### config.mk
export PLATFORM = sky130hd
export DESIGN_NAME = gear_position_nearest_match
export DESIGN_NICKNAME = d
export VERILOG_FILES = /design/src/gpnm_pkg.sv /design/src/gpnm_window.sv /design/src/gpnm_cell.sv /design/src/gear_position_nearest_match.sv
export SDC_FILE = /design/constraint.sdc
export NUM_CORES = 2
export LEC_CHECK = 0
export BUFFER_PORTS_ARGS = -buffer_cell sky130_fd_sc_hd__clkbuf_2
export CAP_MARGIN = 15
export CORE_ASPECT_RATIO = 0.6
export CORE_MARGIN = 3
export CORE_UTILIZATION = 30
export CTS_CLUSTER_SIZE = 30
export DETAILED_ROUTE_END_ITERATION = 16
export PLACE_DENSITY_LB_ADDON = 0.12
export SLEW_MARGIN = 20
export SYNTH_ARGS = -nofsm -noshare
export SYNTH_HDL_FRONTEND = slang
export SYNTH_HIERARCHICAL = 1
export SYNTH_SLANG_ARGS = --single-unit
### constraint.sdc
create_clock -name clk_i -period 8.81 [get_ports clk_i]
set_input_delay 1.762 -clock clk_i [delete_from_list [all_inputs] [get_ports clk_i]]
set_output_delay 1.762 -clock clk_i [all_outputs]
set_load 0.02 [all_outputs]
### src/gpnm_pkg.sv
// Shared types and constants of the gear position decoder.
// Holds command codes, register indexes, field widths and the search token.
// No dependencies; every other file in src uses it.
package gpnm_pkg;

  // Default sizes, handed to the top level parameters
  localparam int TableDepthDef = 8;
  localparam int AvgWindowDef  = 8;

  // Field widths fixed by the interface
  localparam int SampleW = 16;
  localparam int LabelW  = 8;
  localparam int IndexW  = 3;
  localparam int CmdW    = 2;
  localparam int CountW  = 4;
  localparam int TolW    = 16;
  localparam int AddrW   = 3;
  localparam int DataW   = 32;

  // Register reset values and special labels
  localparam logic [TolW-1:0]   TolReset = 16'd64;
  localparam logic [LabelW-1:0] NoGear   = 8'hFF;

  // Item commands
  typedef enum logic [CmdW-1:0] {
    CMD_SAMPLE  = 2'd0,
    CMD_WRITE   = 2'd1,
    CMD_CAPTURE = 2'd2
  } cmd_e;

  // Register indexes on the configuration port
  typedef enum logic [0:0] {
    REG_GEAR_COUNT = 1'b0,
    REG_MATCH_TOL  = 1'b1
  } reg_idx_e;

  // Token walking the row of table cells
  typedef struct packed {
    logic                valid;
    logic [SampleW-1:0]  avg;
    logic                wr_en;
    logic [IndexW-1:0]   wr_idx;
    logic [LabelW-1:0]   label;
    logic [SampleW-1:0]  wr_raw;
    logic                cap_en;
    logic                found;
    logic [SampleW-1:0]  best_dist;
    logic [LabelW-1:0]   best_label;
  } tok_t;

endpackage

### src/gpnm_window.sv
// Boxcar moving average: a shift line of samples, a running sum and a
// reciprocal multiply for the divide by window length. Uses gpnm_pkg.
module gpnm_window #(
  parameter int AVG_WINDOW = gpnm_pkg::AvgWindowDef
) (
  input  logic                         clk_i,
  input  logic                         rst_ni,
  input  logic                         push_i,
  input  logic [gpnm_pkg::SampleW-1:0] sample_i,
  output logic [gpnm_pkg::SampleW-1:0] avg_o
);

  localparam int LogW  = $clog2(AVG_WINDOW);
  localparam int SumW  = gpnm_pkg::SampleW + LogW;
  localparam int Shift = SumW + LogW;
  localparam int ProdW = 2 * SumW + 1;
  // ceil(2^Shift / AVG_WINDOW) gives an exact quotient for any SumW-bit sum
  localparam logic [63:0] RecipWide =
    ((64'd1 << Shift) + 64'(AVG_WINDOW) - 64'd1) / 64'(AVG_WINDOW);
  localparam logic [SumW:0] Recip = RecipWide[SumW:0];

  logic [gpnm_pkg::SampleW-1:0] taps_q [AVG_WINDOW];
  logic [SumW-1:0]              sum_q, sum_d;
  logic [ProdW-1:0]             prod_q;

  // Drop the oldest tap, add the new sample
  assign sum_d = sum_q - SumW'(taps_q[AVG_WINDOW-1]) + SumW'(sample_i);

  always_ff @(posedge clk_i or negedge rst_ni) begin
    if (!rst_ni) begin
      sum_q <= '0;
      for (int j = 0; j < AVG_WINDOW; j++) begin
        taps_q[j] <= '0;
      end
    end else if (push_i) begin
      sum_q     <= sum_d;
      taps_q[0] <= sample_i;
      for (int j = 1; j < AVG_WINDOW; j++) begin
        taps_q[j] <= taps_q[j-1];
      end
    end
  end

  // Track the sum with a registered multiply by the reciprocal
  always_ff @(posedge clk_i) begin
    prod_q <= ProdW'(sum_q) * ProdW'(Recip);
  end

  assign avg_o = prod_q[Shift +: gpnm_pkg::SampleW];

endmodule

### src/gpnm_cell.sv
// One table entry of the gear decoder and its step of the nearest search.
// Applies writes and captures to its entry, then passes the token on. Uses gpnm_pkg.
module gpnm_cell #(
  parameter int INDEX = 0
) (
  input  logic                        clk_i,
  input  logic                        rst_ni,
  input  logic [gpnm_pkg::CountW-1:0] gear_count_i,
  input  gpnm_pkg::tok_t              tok_i,
  output gpnm_pkg::tok_t              tok_o
);

  logic [gpnm_pkg::LabelW-1:0]  label_q;
  logic [gpnm_pkg::SampleW-1:0] raw_q;
  logic                         in_use;
  logic                         hit_wr;
  logic                         hit_cap;
  logic [gpnm_pkg::SampleW-1:0] eff_raw;
  logic [gpnm_pkg::LabelW-1:0]  eff_label;
  logic [gpnm_pkg::SampleW-1:0] diff;
  logic                         better;
  gpnm_pkg::tok_t               tok_d, tok_q;

  assign in_use  = INDEX < int'(gear_count_i);
  assign hit_wr  = tok_i.valid && tok_i.wr_en && (int'(tok_i.wr_idx) == INDEX);
  assign hit_cap = tok_i.valid && tok_i.cap_en && in_use && (label_q == tok_i.label);

  // Compare against the entry as it stands after this beat's update
  always_comb begin
    eff_label = hit_wr ? tok_i.label : label_q;
    if (hit_wr) begin
      eff_raw = tok_i.wr_raw;
    end else if (hit_cap) begin
      eff_raw = tok_i.avg;
    end else begin
      eff_raw = raw_q;
    end
    diff   = (tok_i.avg > eff_raw) ? tok_i.avg - eff_raw : eff_raw - tok_i.avg;
    better = in_use && (!tok_i.found || (diff < tok_i.best_dist));

    tok_d = tok_i;
    if (hit_cap) begin
      tok_d.cap_en = 1'b0;
    end
    if (better) begin
      tok_d.found      = 1'b1;
      tok_d.best_dist  = diff;
      tok_d.best_label = eff_label;
    end
  end

  // Hold the entry; no reset, software writes it before use
  always_ff @(posedge clk_i) begin
    if (hit_wr) begin
      label_q <= tok_i.label;
    end
    if (hit_wr || hit_cap) begin
      raw_q <= eff_raw;
    end
  end

  // Advance the token one cell
  always_ff @(posedge clk_i or negedge rst_ni) begin
    if (!rst_ni) begin
      tok_q <= '0;
    end else begin
      tok_q <= tok_d;
    end
  end

  assign tok_o = tok_q;

endmodule

### src/gear_position_nearest_match.sv
// Gear position decoder: moving average of a sensor and nearest table match.
// Instantiates gpnm_window and a row of gpnm_cell; uses gpnm_pkg.
//
// Usage:
//   Input channel (in_valid_i / in_stall_o) carries one item per beat: a
//   sample (cmd 0) pushes raw_sample_i into the average, a write (cmd 1)
//   loads table slot entry_index_i, a capture (cmd 2) stores the current
//   average into the first in-use entry labelled entry_label_i.
//   Output channel (out_valid_o / out_stall_i) returns one beat per item:
//   the nearest in-use gear label (-1 when none lies within tolerance) and
//   the current average.
//   From input beat to output valid an item passes the sum register, the
//   reciprocal multiply register, one register per table cell the search
//   token passes, the result stage and the output register. Only one item
//   is in flight: in_stall_o stays high from the accepted beat until its
//   result is loaded into the output register.
//   A finished result waits in the output register while the next item is
//   taken; if the receiver still stalls when the next result is ready, the
//   block holds that result and keeps in_stall_o high.
//   Reset clears the window, the sum, gear_count (0) and match_tolerance
//   (64); table entries hold nothing defined until written.
//   Configuration is APB: gear_count at 0x0, match_tolerance at 0x4.
module gear_position_nearest_match #(
  parameter int TABLE_DEPTH = gpnm_pkg::TableDepthDef,
  parameter int AVG_WINDOW  = gpnm_pkg::AvgWindowDef
) (
  input  logic                               clk_i,
  input  logic                               rst_ni,
  // Configuration port
  input  logic                               psel,
  input  logic                               penable,
  input  logic                               pwrite,
  input  logic [gpnm_pkg::AddrW-1:0]         paddr,
  input  logic [gpnm_pkg::DataW-1:0]         pwdata,
  output logic [gpnm_pkg::DataW-1:0]         prdata,
  output logic                               pready,
  // Input channel
  input  logic                               in_valid_i,
  output logic                               in_stall_o,
  input  logic [gpnm_pkg::CmdW-1:0]          cmd_i,
  input  logic [gpnm_pkg::SampleW-1:0]       raw_sample_i,
  input  logic [gpnm_pkg::IndexW-1:0]        entry_index_i,
  input  logic signed [gpnm_pkg::LabelW-1:0] entry_label_i,
  input  logic [gpnm_pkg::SampleW-1:0]       entry_raw_i,
  // Output channel
  output logic                               out_valid_o,
  input  logic                               out_stall_i,
  output logic signed [gpnm_pkg::LabelW-1:0] detected_gear_o,
  output logic [gpnm_pkg::SampleW-1:0]       average_value_o
);

  typedef enum logic [4:0] {
    ST_IDLE  = 5'b00001,
    ST_AVG   = 5'b00010,
    ST_ISSUE = 5'b00100,
    ST_RUN   = 5'b01000,
    ST_OUT   = 5'b10000
  } state_e;

  state_e                        state_q, state_d;
  logic [gpnm_pkg::CountW-1:0]   gear_count_q;
  logic [gpnm_pkg::TolW-1:0]     tol_q;
  logic                          cfg_wr;
  logic [gpnm_pkg::CountW-1:0]   count_wr;
  logic                          in_acc;
  logic                          push;
  logic [gpnm_pkg::CmdW-1:0]     cmd_q;
  logic [gpnm_pkg::IndexW-1:0]   idx_q;
  logic [gpnm_pkg::LabelW-1:0]   label_q;
  logic [gpnm_pkg::SampleW-1:0]  eraw_q;
  logic [gpnm_pkg::SampleW-1:0]  avg_w;
  gpnm_pkg::tok_t                tok [TABLE_DEPTH+1];
  logic [TABLE_DEPTH-1:0]        tok_vld;
  gpnm_pkg::tok_t                tok_last;
  logic [gpnm_pkg::LabelW-1:0]   res_gear_q;
  logic [gpnm_pkg::SampleW-1:0]  res_avg_q;
  logic                          out_load;
  logic                          out_valid_q;
  logic [gpnm_pkg::LabelW-1:0]   gear_out_q;
  logic [gpnm_pkg::SampleW-1:0]  avg_out_q;

  // Configuration registers
  assign pready   = 1'b1;
  assign cfg_wr   = psel && penable && pwrite && pready;
  assign count_wr = ({28'd0, pwdata[gpnm_pkg::CountW-1:0]} > 32'(TABLE_DEPTH))
                    ? gpnm_pkg::CountW'(TABLE_DEPTH)
                    : pwdata[gpnm_pkg::CountW-1:0];

  always_ff @(posedge clk_i or negedge rst_ni) begin
    if (!rst_ni) begin
      gear_count_q <= '0;
      tol_q        <= gpnm_pkg::TolReset;
    end else if (cfg_wr) begin
      case (paddr[2])
        gpnm_pkg::REG_GEAR_COUNT: gear_count_q <= count_wr;
        gpnm_pkg::REG_MATCH_TOL:  tol_q        <= pwdata[gpnm_pkg::TolW-1:0];
        default: ;
      endcase
    end
  end

  always_comb begin
    case (paddr[2])
      gpnm_pkg::REG_GEAR_COUNT: prdata = {28'd0, gear_count_q};
      gpnm_pkg::REG_MATCH_TOL:  prdata = {16'd0, tol_q};
      default:                  prdata = '0;
    endcase
  end

  // Input beat
  assign in_stall_o = (state_q != ST_IDLE);
  assign in_acc     = in_valid_i && !in_stall_o;
  assign push       = in_acc && (cmd_i == gpnm_pkg::CMD_SAMPLE);

  always_ff @(posedge clk_i) begin
    if (in_acc) begin
      cmd_q   <= cmd_i;
      idx_q   <= entry_index_i;
      label_q <= entry_label_i;
      eraw_q  <= entry_raw_i;
    end
  end

  gpnm_window #(
    .AVG_WINDOW (AVG_WINDOW)
  ) u_window (
    .clk_i    (clk_i),
    .rst_ni   (rst_ni),
    .push_i   (push),
    .sample_i (raw_sample_i),
    .avg_o    (avg_w)
  );

  // Launch the search token once the average has settled
  always_comb begin
    tok[0]            = '0;
    tok[0].valid      = (state_q == ST_ISSUE);
    tok[0].avg        = avg_w;
    tok[0].wr_en      = (cmd_q == gpnm_pkg::CMD_WRITE);
    tok[0].wr_idx     = idx_q;
    tok[0].label      = label_q;
    tok[0].wr_raw     = eraw_q;
    tok[0].cap_en     = (cmd_q == gpnm_pkg::CMD_CAPTURE);
  end

  for (genvar i = 0; i < TABLE_DEPTH; i++) begin : g_cell
    gpnm_cell #(
      .INDEX (i)
    ) u_cell (
      .clk_i        (clk_i),
      .rst_ni       (rst_ni),
      .gear_count_i (gear_count_q),
      .tok_i        (tok[i]),
      .tok_o        (tok[i+1])
    );
    assign tok_vld[i] = tok[i+1].valid;
  end

  assign tok_last = tok[TABLE_DEPTH];

  // Stage the result as the token leaves the row
  always_ff @(posedge clk_i) begin
    if (tok_last.valid) begin
      res_avg_q <= tok_last.avg;
      if (tok_last.found && ({16'd0, tok_last.best_dist} <= {16'd0, tol_q})) begin
        res_gear_q <= tok_last.best_label;
      end else begin
        res_gear_q <= gpnm_pkg::NoGear;
      end
    end
  end

  // Sequence one item through average, search and output
  always_comb begin
    state_d = state_q;
    case (state_q)
      ST_IDLE:  if (in_acc) state_d = ST_AVG;
      ST_AVG:   state_d = ST_ISSUE;
      ST_ISSUE: state_d = ST_RUN;
      ST_RUN:   if (tok_last.valid) state_d = ST_OUT;
      ST_OUT:   if (out_load) state_d = ST_IDLE;
      default:  state_d = ST_IDLE;
    endcase
  end

  always_ff @(posedge clk_i or negedge rst_ni) begin
    if (!rst_ni) begin
      state_q <= ST_IDLE;
    end else begin
      state_q <= state_d;
    end
  end

  // Output register
  assign out_load = (state_q == ST_OUT) && (!out_valid_q || !out_stall_i);

  always_ff @(posedge clk_i or negedge rst_ni) begin
    if (!rst_ni) begin
      out_valid_q <= 1'b0;
    end else if (out_load) begin
      out_valid_q <= 1'b1;
    end else if (!out_stall_i) begin
      out_valid_q <= 1'b0;
    end
  end

  always_ff @(posedge clk_i) begin
    if (out_load) begin
      gear_out_q <= res_gear_q;
      avg_out_q  <= res_avg_q;
    end
  end

  assign out_valid_o     = out_valid_q;
  assign detected_gear_o = gear_out_q;
  assign average_value_o = avg_out_q;

`ifndef SYNTHESIS
  // Only one token travels the row at a time
  a_one_token: assert property (@(posedge clk_i) disable iff (!rst_ni)
    $countones(tok_vld) <= 1)
    else $error("more than one search token in the cell row");

  // The token leaves the row only while the sequencer waits for it
  a_tok_in_run: assert property (@(posedge clk_i) disable iff (!rst_ni)
    tok_last.valid |-> state_q == ST_RUN)
    else $error("search token finished outside the run state");

  // An accepted beat starts the average step
  a_acc_avg: assert property (@(posedge clk_i) disable iff (!rst_ni)
    in_acc |=> state_q == ST_AVG)
    else $error("accepted beat did not start the average step");

  // A new result appears only after the output stage
  a_out_src: assert property (@(posedge clk_i) disable iff (!rst_ni)
    $rose(out_valid_o) |-> $past(state_q) == ST_OUT)
    else $error("result shown without passing the output stage");
`endif

endmodule

== Word-level counts from Yosys, hierarchy flattened ==
Index checks and enable logic that the tools add are counted.
Storage, ports and cells
  register bits after elaboration: 1000
  output and inout port bits: 59
  input port bits: 87
  logic and storage cells: 323
Cells by class
  add/sub/neg operators: 18
  bitwise gates (word level): 1
  magnitude comparators: 25
  eq/ne operators: 27
  reduce and logical (&&, ||, !) cells: 84
  muxes and demuxes: 55
Operators with widths (count)
  $mux 16: 24
  $sub 16x16->16: 16
  $mux 25: 8
  $gt 16x16->1: 8
  $lt 16x16->1: 7
  $eq 8x8->1: 8
  $mux 8: 8
  $pmux 32 s2: 1
  $logic_and 1x1->1: 53
  $pmux 5 s5: 1
  $add 19x16->19: 1
  $sub 19x16->19: 1
  $le 16x16->1: 1
  $logic_or 1x1->1: 16
  $lt 3x4->1 const A: 4
  $mux 5: 3
  $eq 3x3->1 const B: 4
  $logic_not 1->1: 10
  $mux 1: 9
  $lt 1x4->1 const A: 2
  $lt 2x4->1 const A: 2
  $eq 3x2->1 const B: 2
  $eq 5x1->1 const B: 1
  $eq 5x2->1 const B: 1
  other kinds (16): 19

== Longest topological paths before layout ==
  depth after elaboration: 11
  mapped depth: 30
  depth with buffers taken out: 26

== Cells and area by module ==
Netlist, hierarchy kept.
Modules (own cells, without submodules)
  gpnm_window: seq. area each 3998.8 sq um, instances 1, area each 7149.4 sq um, cells each 546
  gpnm_cell at g_cell[1].u_cell: seq. area each 2417.3 sq um, instances 1, area each 5363.9 sq um, cells each 514
  gpnm_cell at g_cell[5].u_cell: seq. area each 2417.3 sq um, instances 1, area each 5350.1 sq um, cells each 514
  gpnm_cell at g_cell[7].u_cell: seq. area each 2417.3 sq um, instances 1, area each 5342.6 sq um, cells each 522
  gpnm_cell at g_cell[2].u_cell: seq. area each 2417.3 sq um, instances 1, area each 5301.3 sq um, cells each 511
  gpnm_cell at g_cell[0].u_cell: seq. area each 2417.3 sq um, instances 1, area each 5292.6 sq um, cells each 487
  gpnm_cell at g_cell[3].u_cell: seq. area each 2417.3 sq um, instances 1, area each 5237.5 sq um, cells each 527
  gpnm_cell at g_cell[6].u_cell: seq. area each 2417.3 sq um, instances 1, area each 5237.5 sq um, cells each 503
  gpnm_cell at g_cell[4].u_cell: seq. area each 2417.3 sq um, instances 1, area each 5201.2 sq um, cells each 501
  gear_position_nearest_match: seq. area each 2965.3 sq um, instances 1, area each 4145.2 sq um, cells each 268

== Least setup slack after synthesis ==
Ideal clock, no wire load.
  path type: register to register
  start point: register gear_count_q[3] (netlist bit)
  end point: register g_cell[2].u_cell.tok_q, in the netlist g_cell[2].u_cell/tok_o[19]
  clock period less this slack: 5.950 ns
  data required time: 8.685 ns
  path buffers: 6
  setup slack: 2.860 ns
  setup time: 0.125 ns
  stages on the path, launching flop included: 28
  arrival time: 5.826 ns
  cell sequence: dfrtp_1 a211oi_1 nor4_1 nand3_1 clkbuf_1 nor2_1 a21oi_1 a21o_1 inv_1 ha_1 buf_4 and4_1 nand2b_4 or4_4 o21a_1 buf_6 buf_6 a2111oi_2 a21oi_1 xor2_1 ha_1 a21oi_1 o21ai_0 a211oi_1 a31o_2 clkbuf_1 clkbuf_1 mux2_2
RTL lines
  start, declared: line gear_position_nearest_match.sv:61  | logic [gpnm_pkg::CountW-1:0] gear_count_q;
  start signal, assigned: line gear_position_nearest_match.sv:95  | gpnm_pkg::REG_GEAR_COUNT: gear_count_q <= count_wr;
  end signal, assigned: line gpnm_cell.sv:67  | tok_q <= tok_d;
  end, declared: line gpnm_cell.sv:22  | gpnm_pkg::tok_t tok_d, tok_q;

==> metrics.txt <==
H-tree depth=3; pin count of the biggest net entering global routing=162; most frequent cells in the layout=dfrtp_1 (710), inv_1 (507), nor2_1 (411); drt first pass iters=6; routed len/inst=20.6 um; CP max stage delay=0.79 ns; vias per std cell=4.81; Layout Nets=5492; DRT Wirelength=153 mm; period utilisation layout=89.7%; CTS tree=built; arrival time worst endpoint=8.45 ns; Setup CP Type=reg -> reg; DR DRC count=0; Clock Sinks=997; status=finished clean; hpwl dp=120 mm; Fmax achieved=0.127 GHz; fin. max-slew vios=0; maximum clock insertion buffer count=3; total number of vias=35600; share of layout cells above drive strength 1=14.9%; Die W=548 um; Pleak=27.5 nW; port bufs=110; gr usage total=16.5%; Die H=331 um; RSZ-0062 raised after global routing=false; CP startpoint kind=flop; clk_skew=0.0531 ns; initial antenna violation count=14; maxcap violations=0; Critical-path top delay cell=a21oi_2; register area=0.0256 mm2; first-pass GRT wire length=228 mm; row cnt=118; vias in the first global route=34300; Post-Syn Instances=4863; clock latency at the later pin of the worst-skew pair=0.72 ns; worst-path maximum fanout=33; commonest non-fill, non-tap cell in the layout=dfrtp_1; slew margin rel.=27.7%; Iter 0 DRT Violations=3002; clk slew on worst S/H paths=0.07 ns; Hold Path Class=reg -> reg; area of placed instances=0.0560 mm2; design area=0.0592 mm2; Post-CTS Setup Inserts=0; Worst Path Required=9.36 ns; # IOs=146; Synthesis Warnings=6; Fin. Hold Viols=0; antenna-violating nets left=0; Fillers=17600; critical path's most frequent cell=buf_4; CP Capture Type=flop; GRT overflow=0; hold buffer count at CTS=0; Layout area overhead=11.9%; Least-Margin Pin Slew=1.08 ns; Final Critical Period=7.90 ns; worst-case vdd ir drop=0.000205 V; PD cells=379 mW/mm2; Die ar.=0.182 mm2; worst-path cell chain=buf_4, o2111ai_1, nor3_1, nand4_1, buf_4, nor2_1, a21oi_1, a21oi_1, ha_1, nor2b_1, o21ai_0, a21boi_0, a221oi_1, mux2i_1, xor2_1, ha_1, a21o_1, a211oi_1, o211ai_1, a21oi_2, buf_4, mux2_2; Core Box Area=0.174 mm2; synthesized area=0.0529 mm2; cts bufs inserted=99; Gates resized, CTS repair=0; gpl congestion=0.888; Pwr Total=22.4 mW; Total Neg Setup Slack=0 ns; count of final setup violators=0; Initial Utilization=30.4%; area of the multi-input gates=0.0246 mm2; clock root buffer=clkbuf_16; Syn Area/Cell=10.9 um2
layout make-up:
class | count | share of cell area (%)
well taps | 2340 | 4.95
repair buffers | 160 | 1.67
clock inverters | 40 | 0.611
clock buffers | 147 | 4.82
flip-flops and latches | 997 | 43.2
inverters | 508 | 3.22
multi-input cells | 3204 | 41.5
diodes | 4 | 0.0169
worst paths after layout:
path | end | slack, ns | startpoint | cells past startpoint
min in group asynchronous | g_cell[7].u_cell/tok_o[66] | 0.98 | rst_ni | 1
setup reg to reg | g_cell[3].u_cell/tok_o[10] | 0.91 | gear_count_q[3] | 22
max in group asynchronous | u_window/taps_q[11] | 6.37 | rst_ni | 2
setup / recovery | g_cell[3].u_cell/tok_o[10] | 0.91 | gear_count_q[3] | 22
hold reg to reg | u_window/prod_q[31] | 0.35 | u_window/sum_q[12] | 0
hold / removal | u_window/prod_q[31] | 0.35 | u_window/sum_q[12] | 0
power by group:
part           internal, mW  leakage [nW]  total, mW  switching (mW)
logic                  4.43          14.8       10.9            6.46
clock network          2.30          1.57       4.21            1.91
registers              6.08          11.2       7.33            1.25
per-stage QoR:
stage | hold slack, ns | std cells | setup WS, ns | utilization (%)
3_3_place_gp | 0.356 | 7209 | 1.04 | 32.2
4_1_cts | 0.339 | 7396 | 0.939 | 34.0
2_1_floorplan | 0.346 | 4921 | 2.86 | -
5_1_grt | 0.370 | 7397 | 0.427 | 34.0
6_report | 0.347 | 7400 | 0.912 | 34.1
3_5_place_dp | 0.356 | 7209 | 1.03 | 32.2
registers in the layout, indices dropped and copies added (netlist names):
name and flops:
out_valid_o 1, tol_q 16, cmd_q 2, g_cell.u_cell/label_q 64, res_gear_q 8, label_q 8
res_avg_q 16, u_window/taps_q 128, average_value_o 16, gear_count_q 4, eraw_q 16, u_window/prod_q 16
g_cell.u_cell/tok_o 539, detected_gear_o 8, idx_q 3, u_window/sum_q 19, g_cell.u_cell/raw_q 128, state_q 5
metal layers:
metal	GRT usage [%]	vias to the layer above	routed length [um]
li1	-	17100	-
met1	29.3	17500	88200
met2	19.1	840	51900
met3	3.76	122	10400
met4	2.50	2	1970
met5	0.392	-	96
critical path: cells and delay by family, from the launching register on:
family                   cells  cell delay [ns]
flip-flops                   1             0.62
XOR/XNOR                     1             0.23
adder cells (fa/ha/maj)      2             0.68
AO/OA/AOI/OAI               10             3.97
multiplexers                 2             0.51
buffers and inverters        3             1.00
AND/OR/NAND/NOR              4             0.70
Power figures use the tool's default switching activity.
